### src/rtl/bbal_pkg.sv
// Package: sizes, request and status codes, and the clear-bit search for the allocator
`timescale 1ns / 1ps

package bbal_pkg;

	// Map geometry; WORD_BITS is a power of two so a block splits into word and bit by slicing
	localparam int NUM_BLOCKS = 4096;
	localparam int WORD_BITS  = 32;
	localparam int MAP_WORDS  = (NUM_BLOCKS + WORD_BITS - 1) / WORD_BITS;
	localparam int BIT_W      = $clog2(WORD_BITS);
	localparam int ADDR_W     = (MAP_WORDS > 1) ? $clog2(MAP_WORDS) : 1;
	localparam int BLK_W      = ADDR_W + BIT_W;
	localparam int FREE_W     = $clog2(NUM_BLOCKS + 1);

	// Fixed field widths at the ports
	localparam int MODE_W     = 2;
	localparam int IDX_W      = 12;
	localparam int FREE_OUT_W = 13;

	typedef enum logic [MODE_W-1:0] {
		MODE_ALLOC   = 2'd0,
		MODE_RELEASE = 2'd1,
		MODE_READ    = 2'd2,
		MODE_WRITE   = 2'd3
	} mode_t;

	localparam logic ST_OK   = 1'b0;
	localparam logic ST_FULL = 1'b1;

	typedef struct packed {
		logic             found;
		logic [BIT_W-1:0] pos;
	} fz_t;

	// Lowest clear bit of a map word
	function automatic fz_t first_zero(input logic [WORD_BITS-1:0] w);
		fz_t r;
		r.found = 1'b0;
		r.pos   = '0;
		for (int k = WORD_BITS - 1; k >= 0; k--) begin
			if (!w[k]) begin
				r.found = 1'b1;
				r.pos   = BIT_W'(k);
			end
		end
		return r;
	endfunction

endpackage

### src/rtl/bbal_ram.sv
// Generic single-port-write, single-port-read RAM with registered read data
`timescale 1ns / 1ps

module bbal_ram #(
	parameter int WIDTH = 32,
	parameter int DEPTH = 128,
	localparam int AW = (DEPTH > 1) ? $clog2(DEPTH) : 1
) (
	input  logic             clk,
	input  logic             wr_en,
	input  logic [AW-1:0]    wr_addr,
	input  logic [WIDTH-1:0] wr_data,
	input  logic             rd_en,
	input  logic [AW-1:0]    rd_addr,
	output logic [WIDTH-1:0] rd_data
);

	logic [WIDTH-1:0] mem [DEPTH];

	// Write and registered read
	always_ff @(posedge clk) begin
		if (wr_en) begin
			mem[wr_addr] <= wr_data;
		end
		if (rd_en) begin
			rd_data <= mem[rd_addr];
		end
	end

endmodule

### src/rtl/bbal_ctrl.sv
// Request sequencer: bitmap read-modify-write, first-fit scan, free count and result register
`timescale 1ns / 1ps

module bbal_ctrl (
	input  logic                               clk,
	input  logic                               arst_n,
	input  logic                               in_valid,
	output logic                               in_ready,
	input  logic [bbal_pkg::MODE_W-1:0]        mode,
	input  logic [bbal_pkg::IDX_W-1:0]         block_index,
	input  logic                               bit_value,
	output logic                               out_valid,
	input  logic                               out_ready,
	output logic [bbal_pkg::IDX_W-1:0]         result_block,
	output logic                               result_bit,
	output logic                               status,
	output logic [bbal_pkg::FREE_OUT_W-1:0]    free_blocks,
	output logic                               ram_rd_en,
	output logic [bbal_pkg::ADDR_W-1:0]        ram_rd_addr,
	input  logic [bbal_pkg::WORD_BITS-1:0]     ram_rd_data,
	output logic                               ram_wr_en,
	output logic [bbal_pkg::ADDR_W-1:0]        ram_wr_addr,
	output logic [bbal_pkg::WORD_BITS-1:0]     ram_wr_data
);

	import bbal_pkg::*;

	typedef enum logic [1:0] {
		S_IDLE,
		S_SCAN,
		S_RMW,
		S_FIN
	} state_t;

	state_t                 state_q;
	mode_t                  mode_q;
	logic [IDX_W-1:0]       idx_q;
	logic                   val_q;
	logic [ADDR_W:0]        scan_addr_q;
	logic [ADDR_W-1:0]      rd_addr_s1;
	logic                   rd_vld_s1;
	logic [MAP_WORDS-1:0]   vld_q;
	logic [FREE_W-1:0]      free_q;
	logic [IDX_W-1:0]       res_block_q;
	logic                   res_bit_q;
	logic                   res_status_q;
	logic                   out_valid_q;
	logic [IDX_W-1:0]       out_block_q;
	logic                   out_bit_q;
	logic                   out_status_q;
	logic [FREE_OUT_W-1:0]  out_free_q;

	logic [WORD_BITS-1:0]   word_s1;
	logic [BIT_W-1:0]       bit_sel;
	logic                   cur_bit;
	fz_t                    fz;
	logic [BLK_W-1:0]       found_blk;
	logic                   found_ok;
	logic                   word_hit;
	logic                   last_word;
	logic                   in_range;
	logic                   out_free;

	// Never-written words read as all free
	assign word_s1   = rd_vld_s1 ? ram_rd_data : '0;
	assign bit_sel   = idx_q[BIT_W-1:0];
	assign cur_bit   = word_s1[bit_sel];
	assign fz        = first_zero(word_s1);
	assign found_blk = {rd_addr_s1, fz.pos};
	assign found_ok  = fz.found && (32'(found_blk) < 32'(NUM_BLOCKS));
	assign word_hit  = (word_s1 != '1);
	assign last_word = (rd_addr_s1 == ADDR_W'(MAP_WORDS - 1));
	assign in_range  = (32'(idx_q) < 32'(NUM_BLOCKS));
	assign out_free  = !out_valid_q || out_ready;

	assign in_ready     = (state_q == S_IDLE);
	assign out_valid    = out_valid_q;
	assign result_block = out_block_q;
	assign result_bit   = out_bit_q;
	assign status       = out_status_q;
	assign free_blocks  = out_free_q;

	// Drive the bitmap RAM ports
	always_comb begin
		ram_rd_en   = 1'b0;
		ram_rd_addr = '0;
		ram_wr_en   = 1'b0;
		ram_wr_addr = rd_addr_s1;
		ram_wr_data = word_s1;
		unique case (state_q)
			S_IDLE: begin
				if (in_valid) begin
					ram_rd_en = 1'b1;
					if (mode_t'(mode) != MODE_ALLOC) begin
						ram_rd_addr = ADDR_W'(block_index >> BIT_W);
					end
				end
			end
			S_SCAN: begin
				if (scan_addr_q < (ADDR_W + 1)'(MAP_WORDS)) begin
					ram_rd_en   = 1'b1;
					ram_rd_addr = scan_addr_q[ADDR_W-1:0];
				end
				if (word_hit && found_ok) begin
					ram_wr_en = 1'b1;
					ram_wr_data[fz.pos] = 1'b1;
				end
			end
			S_RMW: begin
				if (in_range && mode_q != MODE_READ) begin
					ram_wr_en = 1'b1;
					ram_wr_data[bit_sel] = (mode_q == MODE_WRITE) ? val_q : 1'b0;
				end
			end
			S_FIN: begin
			end
			default: begin
			end
		endcase
	end

	// Sequence requests and hold state, free count and result
	always_ff @(posedge clk or negedge arst_n) begin
		if (!arst_n) begin
			state_q     <= S_IDLE;
			vld_q       <= '0;
			free_q      <= FREE_W'(NUM_BLOCKS);
			out_valid_q <= 1'b0;
		end else begin
			if (ram_rd_en) begin
				rd_addr_s1 <= ram_rd_addr;
				rd_vld_s1  <= vld_q[ram_rd_addr];
			end
			if (ram_wr_en) begin
				vld_q[ram_wr_addr] <= 1'b1;
			end
			if (out_valid_q && out_ready) begin
				out_valid_q <= 1'b0;
			end
			unique case (state_q)
				S_IDLE: begin
					if (in_valid) begin
						mode_q      <= mode_t'(mode);
						idx_q       <= block_index;
						val_q       <= bit_value;
						scan_addr_q <= (ADDR_W + 1)'(1);
						if (mode_t'(mode) == MODE_ALLOC) begin
							if (free_q == '0) begin
								res_block_q  <= '0;
								res_bit_q    <= 1'b0;
								res_status_q <= ST_FULL;
								state_q      <= S_FIN;
							end else begin
								state_q <= S_SCAN;
							end
						end else begin
							state_q <= S_RMW;
						end
					end
				end
				S_SCAN: begin
					// One map word arrives per cycle; stop at the first word with a clear bit
					scan_addr_q <= scan_addr_q + (ADDR_W + 1)'(1);
					if (word_hit) begin
						if (found_ok) begin
							res_block_q  <= IDX_W'(found_blk);
							res_bit_q    <= 1'b1;
							res_status_q <= ST_OK;
							free_q       <= free_q - FREE_W'(1);
						end else begin
							res_block_q  <= '0;
							res_bit_q    <= 1'b0;
							res_status_q <= ST_FULL;
						end
						state_q <= S_FIN;
					end else if (last_word) begin
						res_block_q  <= '0;
						res_bit_q    <= 1'b0;
						res_status_q <= ST_FULL;
						state_q      <= S_FIN;
					end
				end
				S_RMW: begin
					res_block_q  <= idx_q;
					res_status_q <= ST_OK;
					res_bit_q    <= 1'b0;
					if (in_range) begin
						unique case (mode_q)
							MODE_RELEASE: begin
								if (free_q < FREE_W'(NUM_BLOCKS)) begin
									free_q <= free_q + FREE_W'(1);
								end
							end
							MODE_READ:  res_bit_q <= cur_bit;
							MODE_WRITE: res_bit_q <= val_q;
							MODE_ALLOC: begin
							end
							default: begin
							end
						endcase
					end
					state_q <= S_FIN;
				end
				S_FIN: begin
					// Hand the result over once the output register is free
					if (out_free) begin
						out_valid_q  <= 1'b1;
						out_block_q  <= res_block_q;
						out_bit_q    <= res_bit_q;
						out_status_q <= res_status_q;
						out_free_q   <= FREE_OUT_W'(free_q);
						state_q      <= S_IDLE;
					end
				end
				default: state_q <= S_IDLE;
			endcase
		end
	end

endmodule

### src/rtl/bitmap_block_allocator_top.sv
// Top level of the first-fit bitmap block allocator
`timescale 1ns / 1ps

// First-fit bitmap block allocator. One occupancy bit per block (1 occupied) lives in a
// 128 x 32 synchronous RAM, one word per 32 blocks, next to a free-block counter. Requests
// are handled one at a time. Allocate reads the map through the RAM's single read port one
// word per cycle from word 0 and stops at the first word with a clear bit, which it sets. Its
// result passes through S_FIN to the output register, and the next request is accepted once
// the sequencer is back in S_IDLE. A free count of zero fails without a scan. Release, read
// and write do one read-modify-write of the addressed word in S_RMW and reach the output
// register through S_FIN. A result waits in the output register while the next request is
// accepted. Reset frees every block at once through per-word valid flags; no clearing pass
// runs.

module bitmap_block_allocator_top (
	input  logic                               clk,
	input  logic                               arst_n,
	input  logic                               in_valid,
	output logic                               in_ready,
	input  logic [bbal_pkg::MODE_W-1:0]        mode,
	input  logic [bbal_pkg::IDX_W-1:0]         block_index,
	input  logic                               bit_value,
	output logic                               out_valid,
	input  logic                               out_ready,
	output logic [bbal_pkg::IDX_W-1:0]         result_block,
	output logic                               result_bit,
	output logic                               status,
	output logic [bbal_pkg::FREE_OUT_W-1:0]    free_blocks
);

	import bbal_pkg::*;

	logic                  ram_rd_en;
	logic [ADDR_W-1:0]     ram_rd_addr;
	logic [WORD_BITS-1:0]  ram_rd_data;
	logic                  ram_wr_en;
	logic [ADDR_W-1:0]     ram_wr_addr;
	logic [WORD_BITS-1:0]  ram_wr_data;

	// Request sequencer
	bbal_ctrl u_ctrl (
		.clk          (clk),
		.arst_n       (arst_n),
		.in_valid     (in_valid),
		.in_ready     (in_ready),
		.mode         (mode),
		.block_index  (block_index),
		.bit_value    (bit_value),
		.out_valid    (out_valid),
		.out_ready    (out_ready),
		.result_block (result_block),
		.result_bit   (result_bit),
		.status       (status),
		.free_blocks  (free_blocks),
		.ram_rd_en    (ram_rd_en),
		.ram_rd_addr  (ram_rd_addr),
		.ram_rd_data  (ram_rd_data),
		.ram_wr_en    (ram_wr_en),
		.ram_wr_addr  (ram_wr_addr),
		.ram_wr_data  (ram_wr_data)
	);

	// Occupancy bitmap store
	bbal_ram #(
		.WIDTH (WORD_BITS),
		.DEPTH (MAP_WORDS)
	) u_map (
		.clk     (clk),
		.wr_en   (ram_wr_en),
		.wr_addr (ram_wr_addr),
		.wr_data (ram_wr_data),
		.rd_en   (ram_rd_en),
		.rd_addr (ram_rd_addr),
		.rd_data (ram_rd_data)
	);

endmodule

### config.mk
export PLATFORM = sky130hd
export DESIGN_NAME = bitmap_block_allocator_top
export DESIGN_NICKNAME = d
export VERILOG_FILES = /design/src/rtl/bbal_pkg.sv /design/src/rtl/bbal_ram.sv /design/src/rtl/bbal_ctrl.sv /design/src/rtl/bitmap_block_allocator_top.sv
export SDC_FILE = /design/constraint.sdc
export NUM_CORES = 2
export LEC_CHECK = 0
export BUFFER_PORTS_ARGS = -buffer_cell sky130_fd_sc_hd__buf_2
export CAP_MARGIN = 10
export CORE_AREA = 2 2 407 712
export CTS_CLUSTER_SIZE = 8
export DETAILED_ROUTE_END_ITERATION = 7
export DIE_AREA = 0 0 409 714
export MAX_ROUTING_LAYER = met4
export PLACE_DENSITY_LB_ADDON = 0.1
export SYNTH_ARGS = -nofsm -noshare
export SYNTH_HDL_FRONTEND = slang
export SYNTH_SLANG_ARGS = --single-unit
### constraint.sdc
create_clock -name clk -period 11.1 [get_ports clk]
set_input_delay 0.555 -clock clk [delete_from_list [all_inputs] [get_ports clk]]
set_output_delay 0.555 -clock clk [all_outputs]
set_load 0.02 [all_outputs]
Yosys cells after proc, flatten, opt, wreduce, memory -nomap -nowiden
Memories as Yosys holds them, arrays and structs flattened. A register that Yosys moved wholly into a read port is not among the register bits.
Cells that the tools add are included.
{ "op_classes": {"addsub": 3, "mul": 0, "n_div": 0, "n_lt_le_gt_ge": 9, "n_eq_ne": 18, "n_shift": 0, "muxes": 99, "bitwise": 2, "reduce_logical": 21} }
{ "op_table": {"columns": ["cell", "n"], "rows": [
  ["two-way mux 6 bit", 32],
  ["OR 128 bit", 1],
  ["two-way mux 32 bit", 3],
  ["two-way mux 12 bit", 6],
  ["case mux 32 bit (2 select lines)", 1],
  ["two-way mux 13 bit", 4],
  ["case mux 12 bit (3 select lines)", 1],
  ["bitwise mux 32 bit", 1],
  ["inequality test 32 bit (second input constant)", 1],
  ["OR 32 bit", 1],
  ["two-way mux 1 bit", 27],
  ["case mux 13 bit (2 select lines)", 1],
  ["two-way mux 7 bit", 3],
  ["less-than comparator 7 x 8 -> 1 bit (second input constant)", 2],
  ["case mux 8 bit (2 select lines)", 1],
  ["inequality test 2 x 1 -> 1 bit (second input constant)", 7],
  ["case mux 7 bit (2 select lines)", 1],
  ["adder 13 x 1 -> 13 bit (second input constant)", 1],
  ["zero test 13 bit", 1],
  ["less-than comparator 13 bit (second input constant)", 1],
  ["subtractor 13 x 1 -> 13 bit (second input constant)", 1],
  ["less-than comparator 5 x 6 -> 1 bit (second input constant)", 2],
  ["two-way mux 2 bit", 6],
  ["AND reduction 3 bit", 4],
  ["26 further kinds", 43]
]} }
{ "totals": {"register_bits": 216, "latchBits": 0, "mem_bits_rw": 4096, "rom_bits": 0, "mem_count": 1} }
{ "mem_list": {"columns": ["name", "depth", "word_bits", "rd", "rd_clocked_by_memory_dff", "write_ports", "line", "rtl"], "rows": [
  ["u_map.mem", 128, 32, 1, 1, 1, "bbal_ram.sv:18", "logic [WIDTH-1:0] mem [DEPTH];"]
]} }

Longest topological paths before layout
{ "logic_depth": {"ltp_word": 40, "depth_mapped": 18, "depth_no_buf": 13} }

Hierarchy
From an unflattened synthesis, not the netlist that was laid out.
{ "hier_totals": {"hier_cells": 7077, "hier_area_um2": 168332.7} }
{ "modules_own_cells": {"columns": ["module", "n_inst", "cells_each", "area_each_um2", "seq_area_each_um2"], "rows": [
  ["bbal_ram", 1, 5990, 156596.4, 123958.9],
  ["bbal_ctrl", 1, 1087, 11736.3, 5766.8]
]} }

Worst setup path after synthesis
OpenSTA, ideal clock, no wires.
{ "synth_path": {"path_type": "register to register", "from": "register u_map.rd_data[31] (read register of u_map.mem)", "to": "memory u_map.mem[0][25], data pin", "setup_ns": 1.197, "arrival_ns": 6.960, "required_time_ns": 9.903, "setup_slack_ns": 2.943, "path_stages_with_launch": 10, "path_buffers": 0, "path_cell_list": "edfxtp_1 > nand2b_1 > a21oi_1 > o21ai_0 > a21bo_2 > a311oi_1 > o2111ai_1 > a21o_1 > a211o_1 > o21ai_0"} }
{ "synth_via": {"elab_chain_len": 40, "elab_cells_between_ends": 43} }
{ "synth_lines": {"columns": ["element", "line", "rtl"], "rows": [
  ["start: declaration", "bbal_ram.sv:15", "output logic [WIDTH-1:0] rd_data"],
  ["two-way mux 32 bit *", "bbal_ctrl.sv:65", "assign word_s1 = rd_vld_s1 ? ram_rd_data : '0;"],
  ["two-way mux 6 bit (32 in series)", "bbal_pkg.sv:41", "if (!w[k]) begin"],
  ["less-than comparator 5 x 6 -> 1 bit (implied by the code) or >= comparator 5 x 1 -> 1 bit (tied branches)", "bbal_ctrl.sv:106", "ram_wr_data[fz.pos] = 1'b1;"],
  ["logical AND 1 bit (implied by the code)", "bbal_ctrl.sv:106", null],
  ["two-way mux 1 bit (implied by the code)", "bbal_ctrl.sv:106", null],
  ["demux 1 bit (select 5 bit)", null, null],
  ["OR 32 bit (no line)", null, null],
  ["two-way mux 32 bit *", "bbal_ctrl.sv:104", "if (word_hit && found_ok) begin"],
  ["case mux 32 bit (2 select lines) *", "bbal_ctrl.sv:90", "unique case (state_q)"],
  ["named net ram_wr_data[25]", "bitmap_block_allocator_top.sv:38", "logic [WORD_BITS-1:0] ram_wr_data;"],
  ["end: declaration", "bbal_ram.sv:18", null]
]} }
Mark *: on every way through the listed nets, which the timed path passes. The rest lies on a longest branch.

Worst setup path in the final report
{ "layout_path": {"from": "register u_ctrl.state_q[1]", "to": "register u_map.rd_data[27] (read register of u_map.mem), data pin"} }
{ "layout_via": {"elab_chain_len": 2, "elab_cells_between_ends": 4} }
{ "layout_lines": {"columns": ["element", "line", "rtl"], "rows": [
  ["start: declaration", "bbal_ctrl.sv:35", "state_t state_q;"],
  ["start signal: assignment", "bbal_ctrl.sv:125", "state_q <= S_IDLE;"],
  ["start signal: assignment", "bbal_ctrl.sv:152", "state_q <= S_FIN;"],
  ["start signal: assignment", "bbal_ctrl.sv:154", "state_q <= S_SCAN;"],
  ["equality test 2 x 1 -> 1 bit or zero test 2 bit (tied branches)", "bbal_ctrl.sv:90", null],
  ["case mux 7 bit (2 select lines) or case mux 1 bit (2 select lines) (tied branches)", "bbal_ctrl.sv:90", null]
]} }
Parallel ways exist; a longest one is shown, timed or not.
A chain may end at the register's enable or synchronous reset.

==> results.md <==
- Count leader, synth: edfxtp_1
- Total wire length: around 600000 um
- First-pass detailed-route iteration total: 8
- CP max FO: 65
- WL/cell: roughly 38 um
- CTS tree: done
- Final hold vios: 0
- Cell Area, Synth: around 170000 um2
- Final setup viols: 0
- Std-Cell Rows: 260
- Initial antenna violation count: 59
- Critical Path Max Stage Delay: approximately 1300 ps
- Nets@finish: ~11000
- Worst skew pair latency: just over 1000 ps
- Longest Clk Path Bufs: 4
- EDFF count, synth: 4200
- Max Transition Viols Final: 0
- Post-synthesis compound-gate area fraction: 0.05705
- Die width: 409 um
- ANT nets after route: 0
- Worst reg-to-reg path cell count: 14
- CTS H-Tree Depth: 6
- Synth Register Bits: ~4300
- Leak pwr: around 64 nW
- Die Y: roughly 700 um
- Clk slew on worst S/H paths: ~50 ps
- Worst setup margin: roughly 4300 ps
- Yosys Warn Count: 0
- WP data arrival: between 7000 and 8000 ps
- Measured slew at the worst slew-check pin: roughly 1500 ps
- WP data required: around 12000 ps
- Global-route wire length before repair: roughly 800000 um
- Synth Area in XOR/XNOR: 0.0009210
- Met2 Resource Use GR: 0.6175
- Clock Sinks: approximately 4300
- Setup Skew: slightly above 70 ps
- Post-synth ARST share: 0.03315
- Fraction of layout cells with a size suffix above 1: 0.1498
- Most common flop cell mapped by yosys: edfxtp_1
- Clock share of power: 0.321
- Number of max-cap violations: 0
- Post-layout util: 0.6808
- Worst Setup SP: u_ctrl.state_q[1]
- Most frequent cells after synthesis: 4200 x edfxtp_1, 2491 x nand2_1, 766 x nand3_1, 391 x mux4_2, 327 x a21oi_1
- Crit Path Class: flip-flop to flip-flop
- Routed vias: ~110k
- Post-synth top area share: 0.7368
- Setup TNS: 0 ps
- Post-synth cell types: 86
- CTS root buf: clkbuf_16
- Register area share after synthesis: 0.7579
- DR vias/cell: approximately 7.1
- Worst R2R Start: u_ctrl.state_q[1]
- Maximum vdd drop: between 0.0002 and 0.00025 V
- Grt met1 use: 0.4926
- Power Density: 268.4 nW/um2
- Post-Synth Adder-Cell Area: 0.001433
- Comb pwr share: 0.263
- CTS Buf Count: around 600
- Num ports: 48
- Psw: roughly 18 mW
- Unrepaired setup endpoints after global routing: false
- Fmax: around 150 MHz
- CP Cell Sequence: inv_1 -> ha_1 -> o2111ai_1 -> and2_4 -> inv_8 -> buf_4 -> nor2_4 -> buf_4 -> buf_4 -> nand3_1 -> nand4_1 -> nand3_1 -> a22oi_1 -> o211ai_1
- Worst hold path class: input pin to flip-flop
- Final HPWL DP: between 300000 and 400000 um
- RD Place Congestion: around 1.0
- GRT Util Overall: 0.4148
- Busiest grt layer: met2
- Worst reg2reg setup slack: around 4300 ps
- Number of I/O port buffers: 47
- Status: completed
- Mean Syn Cell Area: approximately 15 um2
- Mapped Nets: roughly 11000
- Residual DRC: 0
- Core ar.: ~290000 um2
- Pre-CTS setup slack: between 4000 and 5000 ps
- Synth area leaders: edfxtp_1 74%, nand2_1 5.5%, mux4_2 5.1%
- Worst R2R End: u_map.rd_data[27]
- Cell Int Power: approximately 34 mW
- Starting Density: 0.5986
- Synth Area in Simple Gates: 0.09690
- Final Cycle Share: 0.6170
- Mapped Cells: 11080
- Die ar.: 292000 um2
- Vias in the first global route: about 110k
- DR iter-0 viols: around 18000
- Main combinational cell family by area after synthesis: simple AND/OR/NAND/NOR gates
- Largest net degree at the start of global routing: between 150 and 200
- Crit path launch type: flip-flop
- Worst hold slack: 173.5 ps
- Met3 Resource Use GR: 0.09522
- Area Overhead vs Synth: 13.74%
- Most frequent CP cell: buf_4
- Crit end category: flip-flop
- Sequential share of power: 0.416
- Crit path time final: between 6000 and 7000 ps
- Sw Ratio: 0.3407
- Total congestion overflow: 0
- Post-synthesis mux area share: 0.06363
- Critical path endpoint: u_map.rd_data[27]
- Rel. slew slack: 0.005330
- Cell taking the most area after synthesis: edfxtp_1
- Critical-path top delay cell: a22oi_1
==> layer usage <==
metal / vias to the layer above / part of all wire
li1: 43110 / -
met3: 2082 / 0.12
met1: 54930 / 0.32
met5: - / 0
met2: 8798 / 0.46
met4: 0 / 0.094
==> through the flow <==
stage                     total power [mW]  std cells  instance area, um2
after CTS                            51.78      15360              194400
after floorplan                      29.40      11080              171200
after global routing                 53.12      15410              194700
after global placement               34.85      14560              177100
final                                52.26      15410              194700
after detailed placement             35.19      14590              177500
==> cell type report <==
class	count	area, um2
tap	3799	4753
sequential	4344	129700
timing repair buffer	459	4046
clock buffer	710	16150
clock inverter	36	534.3
fill	18660	91260
antenna	50	125.1
multi-input combinational	5991	39210
inverter	25	141.4
==> power by group through the flow <==
stage	registers [mW]	clock network (mW)	logic (mW)
floorplan	22.7	0	6.68
global placement	22.0	0	12.9
detailed placement	22.0	0	13.2
CTS	21.7	16.8	13.2
global route	21.7	17.5	13.9
finish	21.7	16.8	13.7
==> cells in the final DEF, fill, tap and decap left out, drive strengths merged, types with 29 or more instances in the layout <==
cell type  synthesis  final
nand3            766    766
mux2i            205    205
o221ai            33     33
nor3              93     93
a21oi            327    327
a31oi            252    252
o21ai            168    168
o22ai             47     47
o211ai            29     29
a32oi             65     65
clkbuf           279    710
nand2           2492   2492
buf              436    442
a311oi            94     94
nor2             202    202
diode              0     50
dfrtp            143    143
o21bai           126    126
a22oi            175    175
nand4            125    125
mux4             391    391
and3             123    123
inv               22     47
edfxtp          4200   4200
==> how the worst min path moves through the flow <==
stage / start / endpoint / slack [ps] / depth (start not counted)
5_1_grt: in_valid / u_ctrl.state_q[1] / 200 / 4
4_1_cts: in_valid / u_ctrl.state_q[0] / 120 / 4
6_report: in_valid / u_ctrl.state_q[0] / 170 / 4
3_5_place_dp: u_ctrl.res_bit_q / u_ctrl.result_bit / 400 / 0
2_1_floorplan: arst_n / u_ctrl.free_q[0] / 260 / 0
3_3_place_gp: u_ctrl.res_block_q[10] / u_ctrl.result_block[10] / 400 / 0
==> state kept, by name, summed over array words and instances, names as in the netlist, 2 cells and up <==
signal	count
u_ctrl.free_q	13
u_ctrl.vld_q	128
u_ctrl.res_block_q	12
u_ctrl.idx_q	12
u_ctrl.state_q	2
u_ctrl.scan_addr_q	8
u_ctrl.ram_wr_addr	7
u_map.mem	4096
u_ctrl.result_block	12
u_ctrl.mode_q	2
u_ctrl.free_blocks	13
u_map.rd_data	32
==> repair_timing <==
action,in CTS,in global routing
hold buffers,17,0
setup buffers,0,0
gates resized for setup,0,0
hold endpoints to repair,86,0
==> cell families after synthesis <==
family,count (synthesis)
adders and majority gates,19
DFF,4344
xor gates and xnor gates,18
muxes,599
and+or+nand+nor,3894
buffers and inverters,740
AOI/OAI and AO/OA,1461
==> critical path: cells and delay by family, from the launching register on <==
kind,cells,cell delay [ps]
fa+ha+maj,1,360
compound gates,3,1760
simple gates,5,2090
flops,1,390
buf+inv,5,1780
No activity file was read; power rests on OpenSTA's default activity.
